`src/hw/rtl/path_corridor_splice_macros.svh`:
```
// Assertion macros used by the path corridor splice top level.
`ifndef PATH_CORRIDOR_SPLICE_MACROS_SVH
`define PATH_CORRIDOR_SPLICE_MACROS_SVH

// Same-cycle implication, disabled while reset is high.
`define PCS_ASSERT_IMPLY(label, clk, rst, ante, cons) \
   label: assert property (@(posedge clk) disable iff (rst) (ante) |-> (cons)) \
      else $error("pcs: same-cycle check failed");

// Next-cycle implication, disabled while reset is high.
`define PCS_ASSERT_NEXT(label, clk, rst, ante, cons) \
   label: assert property (@(posedge clk) disable iff (rst) (ante) |=> (cons)) \
      else $error("pcs: next-cycle check failed");

`endif

```
`src/hw/rtl/pcs_pkg.sv`:
```
// Package with sizes, command codes and controller/datapath interface types.
`timescale 1ns / 1ps
`default_nettype none
package pcs_pkg;

   localparam int MAX_PATH    = 256;
   localparam int MAX_VISITED = 16;

   localparam int REF_W   = 32;
   localparam int IDX_W   = 8;
   localparam int CMD_W   = 3;
   localparam int STAT_W  = 2;
   localparam int LEN_W   = 9;

   localparam int PATH_AW = $clog2(MAX_PATH);
   localparam int CNT_W   = $clog2(MAX_PATH + 1);
   localparam int VCNT_W  = $clog2(MAX_VISITED + 1);
   localparam int VIS_AW  = ($clog2(MAX_VISITED) > 0) ? $clog2(MAX_VISITED) : 1;
   localparam int CMP_W   = (CNT_W > IDX_W) ? CNT_W : IDX_W;
   localparam int SUM_W   = ((CNT_W > VCNT_W) ? CNT_W : VCNT_W) + 1;

   localparam int REQ_DATA_W = ((REF_W + IDX_W + 7) / 8) * 8;
   localparam int RSP_BITS   = STAT_W + LEN_W + REF_W + 1;
   localparam int RSP_DATA_W = ((RSP_BITS + 7) / 8) * 8;

   localparam logic [CMD_W-1:0] CMD_APPEND_PATH    = 3'd0;
   localparam logic [CMD_W-1:0] CMD_APPEND_VISITED = 3'd1;
   localparam logic [CMD_W-1:0] CMD_SPLICE         = 3'd2;
   localparam logic [CMD_W-1:0] CMD_READ           = 3'd3;
   localparam logic [CMD_W-1:0] CMD_CLEAR          = 3'd4;

   localparam logic [STAT_W-1:0] ST_OK        = 2'd0;
   localparam logic [STAT_W-1:0] ST_FULL      = 2'd1;
   localparam logic [STAT_W-1:0] ST_BAD_INDEX = 2'd2;

   // Strobes from the controller, one per datapath step.
   typedef struct packed {
      logic accept;
      logic read_done;
      logic scan_rd;
      logic scan_cmp;
      logic plan;
      logic move_rd;
      logic move_wr;
      logic fill;
   } pcs_cmd_type;

   // Conditions reported back by the datapath.
   typedef struct packed {
      logic out_free;
      logic in_read;
      logic in_scan;
      logic hit;
      logic scan_last;
      logic skip_move;
      logic move_last;
      logic fill_last;
   } pcs_stat_type;

endpackage
`default_nettype wire

```
`src/hw/rtl/pcs_ctrl.sv`:
```
// Controller state machine that sequences reads, scans, moves and fills.
`timescale 1ns / 1ps
`default_nettype none
module pcs_ctrl
   import pcs_pkg::*;
(
   input  wire          clock,
   input  wire          reset,
   input  wire          req_tvalid,
   output logic         req_tready,
   input  pcs_stat_type stat,
   output pcs_cmd_type  cmd
);

   typedef enum logic [7:0] {
      S_IDLE     = 8'b0000_0001,
      S_READ     = 8'b0000_0010,
      S_SCAN_RD  = 8'b0000_0100,
      S_SCAN_CMP = 8'b0000_1000,
      S_PLAN     = 8'b0001_0000,
      S_MOVE_RD  = 8'b0010_0000,
      S_MOVE_WR  = 8'b0100_0000,
      S_FILL     = 8'b1000_0000
   } state_type;

   state_type state_ff;
   state_type state_in;
   logic      accept;

   assign req_tready = (state_ff == S_IDLE) && stat.out_free;
   assign accept     = req_tvalid && req_tready;

   always_comb begin
      cmd           = '0;
      cmd.accept    = accept;
      cmd.read_done = (state_ff == S_READ);
      cmd.scan_rd   = (state_ff == S_SCAN_RD);
      cmd.scan_cmp  = (state_ff == S_SCAN_CMP);
      cmd.plan      = (state_ff == S_PLAN);
      cmd.move_rd   = (state_ff == S_MOVE_RD);
      cmd.move_wr   = (state_ff == S_MOVE_WR);
      cmd.fill      = (state_ff == S_FILL);
   end

   always_comb begin
      state_in = state_ff;
      case (state_ff)
         S_IDLE: begin
            if (accept && stat.in_read) begin
               state_in = S_READ;
            end else if (accept && stat.in_scan) begin
               state_in = S_SCAN_RD;
            end
         end
         S_READ:    state_in = S_IDLE;
         S_SCAN_RD: state_in = S_SCAN_CMP;
         S_SCAN_CMP: begin
            if (stat.hit) begin
               state_in = S_PLAN;
            end else if (stat.scan_last) begin
               state_in = S_IDLE;
            end else begin
               state_in = S_SCAN_RD;
            end
         end
         S_PLAN:    state_in = stat.skip_move ? S_FILL : S_MOVE_RD;
         S_MOVE_RD: state_in = S_MOVE_WR;
         S_MOVE_WR: state_in = stat.move_last ? S_FILL : S_MOVE_RD;
         S_FILL:    state_in = stat.fill_last ? S_IDLE : S_FILL;
         default:   state_in = S_IDLE;
      endcase
   end

   always_ff @(posedge clock) begin
      if (reset) begin
         state_ff <= S_IDLE;
      end else begin
         state_ff <= state_in;
      end
   end

endmodule
`default_nettype wire

```
`config.mk`:
```
export PLATFORM = sky130hd
export DESIGN_NAME = pcs_ctrl
export DESIGN_NICKNAME = d
export VERILOG_FILES = /design/src/hw/rtl/path_corridor_splice_macros.svh /design/src/hw/rtl/pcs_pkg.sv /design/src/hw/rtl/pcs_ctrl.sv
export SDC_FILE = /design/constraint.sdc
export NUM_CORES = 1
export LEC_CHECK = 0
export BUFFER_PORTS_ARGS = -buffer_cell sky130_fd_sc_hd__buf_2
export CAP_MARGIN = 30
export CORE_AREA = 2 2 39 41
export CTS_BUF_LIST = sky130_fd_sc_hd__clkbuf_8
export CTS_CLUSTER_DIAMETER = 120
export DETAILED_ROUTE_END_ITERATION = 16
export DIE_AREA = 0 0 41 43
export HOLD_SLACK_MARGIN = 0.06
export PLACE_DENSITY = 0.78
export SYNTH_ARGS = -nofsm -noshare
export SYNTH_HDL_FRONTEND = slang
export SYNTH_SLANG_ARGS = --single-unit
```
`constraint.sdc`:
```
create_clock -name clock -period 2.7 [get_ports clock]
set_clock_uncertainty 0.1 [all_clocks]
set_input_delay 0.27 -clock clock [delete_from_list [all_inputs] [get_ports clock]]
set_output_delay 0.27 -clock clock [all_outputs]
set_load 0.1 [all_outputs]
```
==> results of run 1 <==
[synth_stat cells, types with 3 or more instances]
| cell type | n | area, um^2 |
|---|---|---|
| nor2_1 | 11 | 41.3 |
| dfxtp_1 | 8 | 160 |
| inv_1 | 5 | 18.8 |
| nor3b_1 | 4 | 30.0 |
| and4_1 | 3 | 26.3 |
| nand2_1 | 3 | 11.3 |
| nand3_1 | 3 | 15.0 |
| nor2b_1 | 3 | 18.8 |
| o211ai_1 | 3 | 22.5 |
[final timing paths]
kind | from | to | slack (ps)
worst max register to register | state_ff[7] | state_ff[0] | 1190
worst min register to register | state_ff[1] | state_ff[0] | 540
worst max-delay path | state_ff[0] | cmd[3] | 560
worst min-delay path | reset | state_ff[7] | 160
[per-layer routing]
metal / GRT usage / wire (um)
met5: 0 / 0
met4: 0.0600 / 9
met3: 0.0785 / 53
met2: 0.266 / 628
met1: 0.170 / 547
[power by group]
part | switching (W) | internal, W | total [W]
sequential | 0.0000146 | 0.000126 | 0.000141
combinational | 0.0000882 | 0.0000421 | 0.000130
clock | 0.0000466 | 0.0000965 | 0.000143
total | 0.000149 | 0.000265 | 0.000414
[area by class of cell]
class / instances / share of cell area
tap: 16 / 0.0284
multi-input combinational: 52 / 0.524
inverter: 5 / 0.0266
sequential: 8 / 0.227
clock buffer: 3 / 0.0586
timing repair buffer: 19 / 0.135
[cell families (layout without fill, tap and decap cells)]
group	after synthesis	count (layout)	synth area share
compound gates	9	9	0.124
xor+xnor	1	1	0.0155
buf+inv	8	27	0.0642
flops	8	8	0.283
simple gates	42	42	0.513
[stage by stage]
stage                util  worst slack [ps]  cells  hold WS, ps  power (W)
global route        0.509               495    103          162   0.000431
global placement    0.479               828    100          390   0.000270
finish              0.509               563    103          159   0.000414
CTS                 0.509               567    103          153   0.000416
detailed placement  0.479               816    100          388   0.000272
floorplan               -               657     68          232   0.000246
==> metrics.md, run 1 <==
| Metric | Value |
|---|---|
| CTS sink cnt | `8` |
| CP startpoint kind | `register` |
| Vias in the first global route | `491` |
| I/O Buffers | `19` |
| Setup TNS | `0 ps` |
| Reg area | `160 um^2` |
| CTS tree | `yes` |
| Biggest register | `state_ff` |
| Hold Buf Count CTS | `0` |
| First-pass GRT wire length | `1.90 mm` |
| Max-Cap Viols | `0` |
| DRC | `0` |
| Top Ports | `20` |
| Min Clock Period, post-route | `2140 ps` |
| Tightest Pin Transition | `488 ps` |
| WL/cell | `12.0 um` |
| Outcome | `completed` |
| Num CTS Buffers | `3` |
| Initial antenna violation count | `0` |
| Diode count | `0` |
| Design Area, Final | `704 um^2` |
| Clock buffer depth | `2` |
| Hold Fails Final Rpt | `0` |
| Post-Syn Instances | `68` |
| Worst Hold Path Cells | `2` |
| LEAKAGE | `0.336 nW` |
| Type of the tightest min-delay check | `in2reg` |
| CP top delay family | `simple AND/OR/NAND/NOR gates` |
| Buffers and inverters on the worst path | `1` |
| Initial Utilization | `0.409` |
| Layout overhead on the synthesized area | `24.6%` |
| Die ar. | `1760 um^2` |
| Crit-path max FO | `6` |
| Worst reg2reg path depth | `4` |
| Top flop regs | `state_ff x8` |
| Slowest Stage Delay on Critical Path | `430 ps` |
| Final nets | `100` |
| Row count | `14` |
| Worst-path clk slew | `40 ps` |
| Yosys warning count | `0` |
| RSZ-0062 raised after global routing | `no` |
| Synthesized flop and latch total | `8` |
| Final setup violation count | `0` |
| Worst Path Required | `2330 ps` |
| Largest net degree at the start of global routing | `11` |
| PostCTS Resize Cnt | `0` |
| Largest register FFs | `8` |
| DR pass1 iterations | `3` |
| Sequential share of the synthesized area | `0.283` |
| Post-CTS Setup Bufs | `0` |
| Cell count along the critical path | `3` |
| Worst-path cell with the longest stage delay | `buf_2` |
| Root buf cell | `clkbuf_8` |
| Critical path capture point type | `output port` |
| Period utilisation layout | `0.792` |
| Maximum operating frequency | `468 MHz` |
| Chip height | `43 um` |
| 1st-iter DRT viols | `7` |
| Vias | `554` |
| H-Tree Depth | `1` |
| Mapped Area | `566 um^2` |
| Final ANT Viol Nets | `0` |
| HPWL after DPL | `953 um` |
| DIE WIDTH | `41 um` |
| Multi-input logic area | `369 um^2` |
| Layout fillers | `141` |
| Syn nets | `79` |
| Synthesized area per cell | `8.32 um^2` |
| EDFF count, synth | `0` |
| Critical path type | `reg2out` |
| Most frequent cells in the layout | `buf_2, nor2_1, dfxtp_1` |
| CP cell instances | `nor4_4 > and4b_4 > buf_2` |
| Core Footprint | `1380 um^2` |
| RD Place Congestion | `0.797` |
| Yosys cell types | `27` |
| GRT overflow | `0` |
| Most common cell after layout, fill and taps aside | `buf_2` |
| Total GRT Usage | `0.163` |
| Worst-Skew Late Latency | `230 ps` |
| Fin. max-slew vios | `0` |
| Placed inst area | `663 um^2` |
| Via/cell ratio | `5.38` |
| Slew Limit Headroom | `0.677` |
| Fraction of layout cells with a size suffix above 1 | `0.345` |
| Final WL | `1.24 mm` |
| Primary FF master, synth | `dfxtp_1` |
| Pwr/cell area | `588 nW/um^2` |
| Critical path data arrival time | `1770 ps` |
| Synth async-reset ratio | `0` |
| Max VDD drop | `372 uV` |
No activity file was read; power rests on OpenSTA's default activity.
==> inputs of run 2 (changes only) <==
==> constraint.sdc (replaced) <==
create_clock -name clock -period 2 [get_ports clock]
set_clock_uncertainty 0.1 [all_clocks]
set_input_delay 0.2 -clock clock [delete_from_list [all_inputs] [get_ports clock]]
set_output_delay 0.2 -clock clock [all_outputs]
set_load 0.1 [all_outputs]
==> run 2 against run 1 <==
  * Clock-buffer cell count did not move
  * Sequential cell count did not move
  * Combinational power rose by 65%
  * Register-to-register slack got worse by 700 ps
  * Sequential share of layout area fell by 3.7 points
  * Largest cell class unchanged
  * Largest power group is now combinational logic
==> metrics.md, run 2 (synthesis results as in run 1) <==
| Metric | Value |
|---|---|
| Outcome | `completed` |
| CTS tree | `yes` |
| Biggest register | `state_ff` |
| DR pass1 iterations | `4` |
| Core Footprint | `1380 um^2` |
| Worst Path Required | `1700 ps` |
| Min Clock Period, post-route | `1860 ps` |
| Final setup violation count | `0` |
| DRC | `0` |
| Row count | `14` |
| GRT overflow | `0` |
| Slowest Stage Delay on Critical Path | `430 ps` |
| PostCTS Resize Cnt | `0` |
| RD Place Congestion | `0.830` |
| Critical path capture point type | `output port` |
| Period utilisation layout | `0.932` |
| Post-CTS Setup Bufs | `0` |
| Via/cell ratio | `5.77` |
| Hold WS | `85.4 ps` |
| Critical path type | `reg2out` |
| Vias in the first global route | `517` |
| Final WL | `1.35 mm` |
| First-pass GRT wire length | `2.06 mm` |
| Type of the tightest min-delay check | `in2reg` |
| Diode count | `0` |
| Crit-path max FO | `6` |
| DIE WIDTH | `41 um` |
| Initial Utilization | `0.409` |
| Hold Fails Final Rpt | `0` |
| Max-Cap Viols | `0` |
| Die ar. | `1760 um^2` |
| Worst-Skew Late Latency | `230 ps` |
| Final core occ | `0.608` |
| RSZ-0062 raised after global routing | `no` |
| Tightest Pin Transition | `368 ps` |
| Most common cell after layout, fill and taps aside | `nor2_1` |
| Initial antenna violation count | `0` |
| LEAKAGE | `0.363 nW` |
| Most frequent cells in the layout | `nor2_1, buf_2, buf_12` |
| Chip height | `43 um` |
| Hold Buf Count CTS | `0` |
| Layout overhead on the synthesized area | `48.9%` |
| CP cell instances | `nor2b_2 > and4_1 > and3_1 > buf_12` |
| WL/cell | `13.1 um` |
| Critical path data arrival time | `1560 ps` |
| Largest net degree at the start of global routing | `11` |
| Num CTS Buffers | `3` |
| 1st-iter DRT viols | `12` |
| Worst-path clk slew | `40 ps` |
| Pwr/cell area | `706 nW/um^2` |
| Maximum operating frequency | `536 MHz` |
| Fraction of layout cells with a size suffix above 1 | `0.368` |
| Max VDD drop | `518 uV` |
| Setup TNS | `0 ps` |
| CTS sink cnt | `8` |
| Vias | `594` |
| Top flop regs | `state_ff x8` |
| HPWL after DPL | `1.00 mm` |
| CP startpoint kind | `register` |
| Slew Limit Headroom | `0.751` |
| Total GRT Usage | `0.177` |
| Top Ports | `20` |
| Largest register FFs | `8` |
| Final nets | `100` |
| Final ANT Viol Nets | `0` |
| Worst-path cell with the longest stage delay | `dfxtp_1` |
| Layout fillers | `112` |
| I/O Buffers | `19` |
| H-Tree Depth | `1` |
| Clock buffer depth | `2` |
| Fin. max-slew vios | `0` |
| Root buf cell | `clkbuf_8` |
[run 2: critical path, delay by kind of cell (launching register included)]
kind          cells  cell delay, ps
buf+inv           1             180
flops             1             430
simple gates      3             720
[run 2: stage by stage]
stage	cell area (um^2)	setup slack [ps]	cells	total power, W
floorplan	568	97.2	68	0.000332
global placement	801	431	100	0.000397
detailed placement	801	410	100	0.000400
CTS	842	125	103	0.000598
global route	842	54.3	103	0.000623
finish	842	136	103	0.000595
[run 2: cell type report]
type                            instances  area [um^2]  share of cell area
Clock buffer                            3         41.3              0.0490
Timing Repair Buffer                   19          230               0.273
Multi-Input combinational cell         52          372               0.441
Inverter                                5         18.8              0.0223
Sequential cell                         8          160               0.190
Tap cell                               16         20.0              0.0238
[run 2: power breakdown]
part,total [W],internal [W],switching (W),leakage (nW)
sequential,0.000188,0.000170,0.0000176,0.0649
clock,0.000192,0.000130,0.0000617,0.0216
combinational,0.000215,0.0000843,0.000130,0.276
[run 2: layer usage]
metal / up-vias / GRT usage / share of wire
met3: 4 / 0.0995 / 0.052
li1: 289 / - / -
met5: - / 0 / 0
met1: 282 / 0.191 / 0.40
met2: 19 / 0.281 / 0.53
met4: 0 / 0.0533 / 0.016
[run 2: final timing paths]
| check | end | start | slack, ps | cells past startpoint |
|---|---|---|---|---|
| worst min-delay path | state_ff[7] | reset | 90 | 2 |
| worst min register to register | state_ff[0] | state_ff[1] | 530 | 2 |
| worst max-delay path | cmd[7] | state_ff[0] | 140 | 4 |
| worst max register to register | state_ff[0] | state_ff[7] | 490 | 4 |
==> inputs of run 3 (changes only) <==
--- a/config.mk
+++ b/config.mk
@@ -13,7 +13,7 @@
 export DETAILED_ROUTE_END_ITERATION = 16
 export DIE_AREA = 0 0 41 43
 export HOLD_SLACK_MARGIN = 0.06
-export PLACE_DENSITY = 0.78
+export PLACE_DENSITY = 0.81
 export SYNTH_ARGS = -nofsm -noshare
 export SYNTH_HDL_FRONTEND = slang
 export SYNTH_SLANG_ARGS = --single-unit
==> constraint.sdc (replaced) <==
create_clock -name clock -period 1.7 [get_ports clock]
set_clock_uncertainty 0.1 [all_clocks]
set_input_delay 0.17 -clock clock [delete_from_list [all_inputs] [get_ports clock]]
set_output_delay 0.17 -clock clock [all_outputs]
set_load 0.1 [all_outputs]
==> run 3 against run 2 <==
  * Non-clock buffer count rose by 9
  * Design area up 17%
  * Critical path depth is 1 lower
  * Worst setup slack got worse by 190 ps
  * Clock power rose by 18%
  * Die area unchanged
  * Final cell count is 8.7% higher
  * First-iteration DRC count is 67% lower
  * Combinational power grew 29%
  * Largest power group unchanged
  * Global-route usage increased by 1.8 points
  * Utilization up 10 points
  * Total power increased by 22%
  * The run now ends with negative setup slack left
==> metrics.md, run 3 (synthesis results as in run 1) <==
| Metric | Value |
|---|---|
| Outcome | `finished with violations` |
| Failing checks | `negative setup slack` |
| WL/cell | `13.4 um` |
| Diode count | `0` |
| Core Footprint | `1380 um^2` |
| 1st-iter DRT viols | `4` |
| RSZ-0062 raised after global routing | `yes` |
| Crit-path max FO | `6` |
| Row count | `14` |
| Hold Fails Final Rpt | `0` |
| DRC | `0` |
| DIE WIDTH | `41 um` |
| Maximum operating frequency | `569 MHz` |
| Die ar. | `1760 um^2` |
| Max-Cap Viols | `0` |
| Type of the tightest min-delay check | `in2reg` |
| Period utilisation layout | `1.03` |
| CP startpoint kind | `register` |
| LEAKAGE | `0.403 nW` |
| Final WL | `1.50 mm` |
| Pwr/cell area | `737 nW/um^2` |
| Setup TNS | `-191 ps` |
| First-pass GRT wire length | `2.34 mm` |
| CP cell instances | `nor4_4 > and4b_2 > buf_12` |
| DR pass1 iterations | `2` |
| Vias | `614` |
| Worst Setup SP | `state_ff[0]` |
| Most common cell after layout, fill and taps aside | `buf_2` |
| Worst-Skew Late Latency | `230 ps` |
| I/O Buffers | `19` |
| Critical path capture point type | `output port` |
| Top Ports | `20` |
| Placed inst area | `822 um^2` |
| Total GRT Usage | `0.195` |
| Slowest Stage Delay on Critical Path | `400 ps` |
| CTS tree | `yes` |
| Via/cell ratio | `5.48` |
| Final setup violation count | `5` |
| Initial antenna violation count | `0` |
| Final nets | `109` |
| Final ANT Viol Nets | `0` |
| End of the critical path | `cmd[0]` |
| H-Tree Depth | `1` |
| Root buf cell | `clkbuf_8` |
| R2R Setup Slk | `180 ps` |
| CTS sink cnt | `8` |
| Biggest register | `state_ff` |
| Fraction of layout cells with a size suffix above 1 | `0.604` |
| Initial Utilization | `0.409` |
| Worst-path clk slew | `40 ps` |
| Critical path type | `reg2out` |
| Most frequent cells in the layout | `buf_2, nor2_1, buf_12` |
| GRT overflow | `0` |
| Critical path data arrival time | `1490 ps` |
| Clock buffer depth | `2` |
| RR Startpoint | `state_ff[0]` |
| Num CTS Buffers | `3` |
| Setup ws final | `-59.0 ps` |
| Worst-path cell with the longest stage delay | `nor4_4` |
| Max VDD drop | `446 uV` |
| Tightest Pin Transition | `370 ps` |
| Fin. max-slew vios | `0` |
| Chip height | `43 um` |
| Largest register FFs | `8` |
| RD Place Congestion | `0.810` |
| Slew Limit Headroom | `0.751` |
| Min Clock Period, post-route | `1760 ps` |
| Design Area, Final | `986 um^2` |
| Layout overhead on the synthesized area | `74.3%` |
| Top flop regs | `state_ff x8` |
| Worst reg2reg path depth | `5` |
| Worst Path Required | `1430 ps` |
| Vias in the first global route | `587` |
| HPWL after DPL | `1.09 mm` |
| Largest net degree at the start of global routing | `11` |
| Worst R2R End | `state_ff[7]` |
==> run 3: cell count changes in the layout (fill, tap and decap cells not counted), sizes merged <==
cell	previous run	this run
buf	19	27
clkinvlp	0	2
inv	5	3
dlygate4sd3	0	1
==> run 3: layout make-up <==
cell class / count / area (um^2)
Inverter: 5 / 26.3
Tap cell: 16 / 20.0
Timing Repair Buffer: 28 / 300
Clock buffer: 3 / 41.3
Fill cell: 95 / 398
Sequential cell: 8 / 180
Multi-Input combinational cell: 52 / 418
==> run 3: repair_timing <==
item,in CTS,in global routing
hold buffers,1,0
buffers inserted,6,1
hold endpoints to repair,2,0
resized for setup,14,7
setup endpoints to repair,9,9
pin swaps,8,2
==> run 3: per-layer routing <==
layer  wire (um)  GRT usage  up-vias  part of all wire
li1            -          -      308                 -
met1         584      0.205      282              0.39
met2         797      0.344       20              0.53
met3          81     0.0157        4             0.054
met4          32      0.120        0             0.021
met5           0          0        -                 0
==> run 3: critical path, delay by kind of cell (launching register included) <==
kind / cells / cell delay (ps)
AND/OR/NAND/NOR: 2 / 720
buffers and inverters: 1 / 180
flip-flops: 1 / 350
==> run 3: how the worst min path moves through the flow <==
stage / startpoint / endpoint / slack (ps) / cells after the start
floorplan: reset / state_ff[7] / 130 / 1
global placement: reset / state_ff[7] / 280 / 2
detailed placement: reset / state_ff[7] / 290 / 2
CTS: stat[4] / state_ff[4] / 80 / 3
global route: stat[2] / state_ff[7] / 90 / 3
finish: stat[2] / state_ff[7] / 90 / 3
==> run 3: stage by stage <==
| stage | instances | util | power [W] | worst slack, ps | hold WS, ps |
|---|---|---|---|---|---|
| final | 112 | 0.712 | 0.000726 | -59.0 | 89.0 |
| after global routing | 112 | 0.712 | 0.000758 | -116 | 94.2 |
| after CTS | 111 | 0.690 | 0.000712 | -63.3 | 83.6 |
| after detailed placement | 101 | 0.594 | 0.000475 | 108 | 293 |
| after global placement | 101 | 0.594 | 0.000469 | 127 | 284 |
| after floorplan | 68 | - | 0.000394 | -5.78 | 132 |
==> run 3: power breakdown <==
part	internal [W]	total, W	leakage, nW	switching [W]
Clock	0.000153	0.000227	0.0216	0.0000738
Sequential	0.000200	0.000222	0.0692	0.0000224
Combinational	0.000121	0.000277	0.312	0.000156
Total	0.000474	0.000726	0.403	0.000253
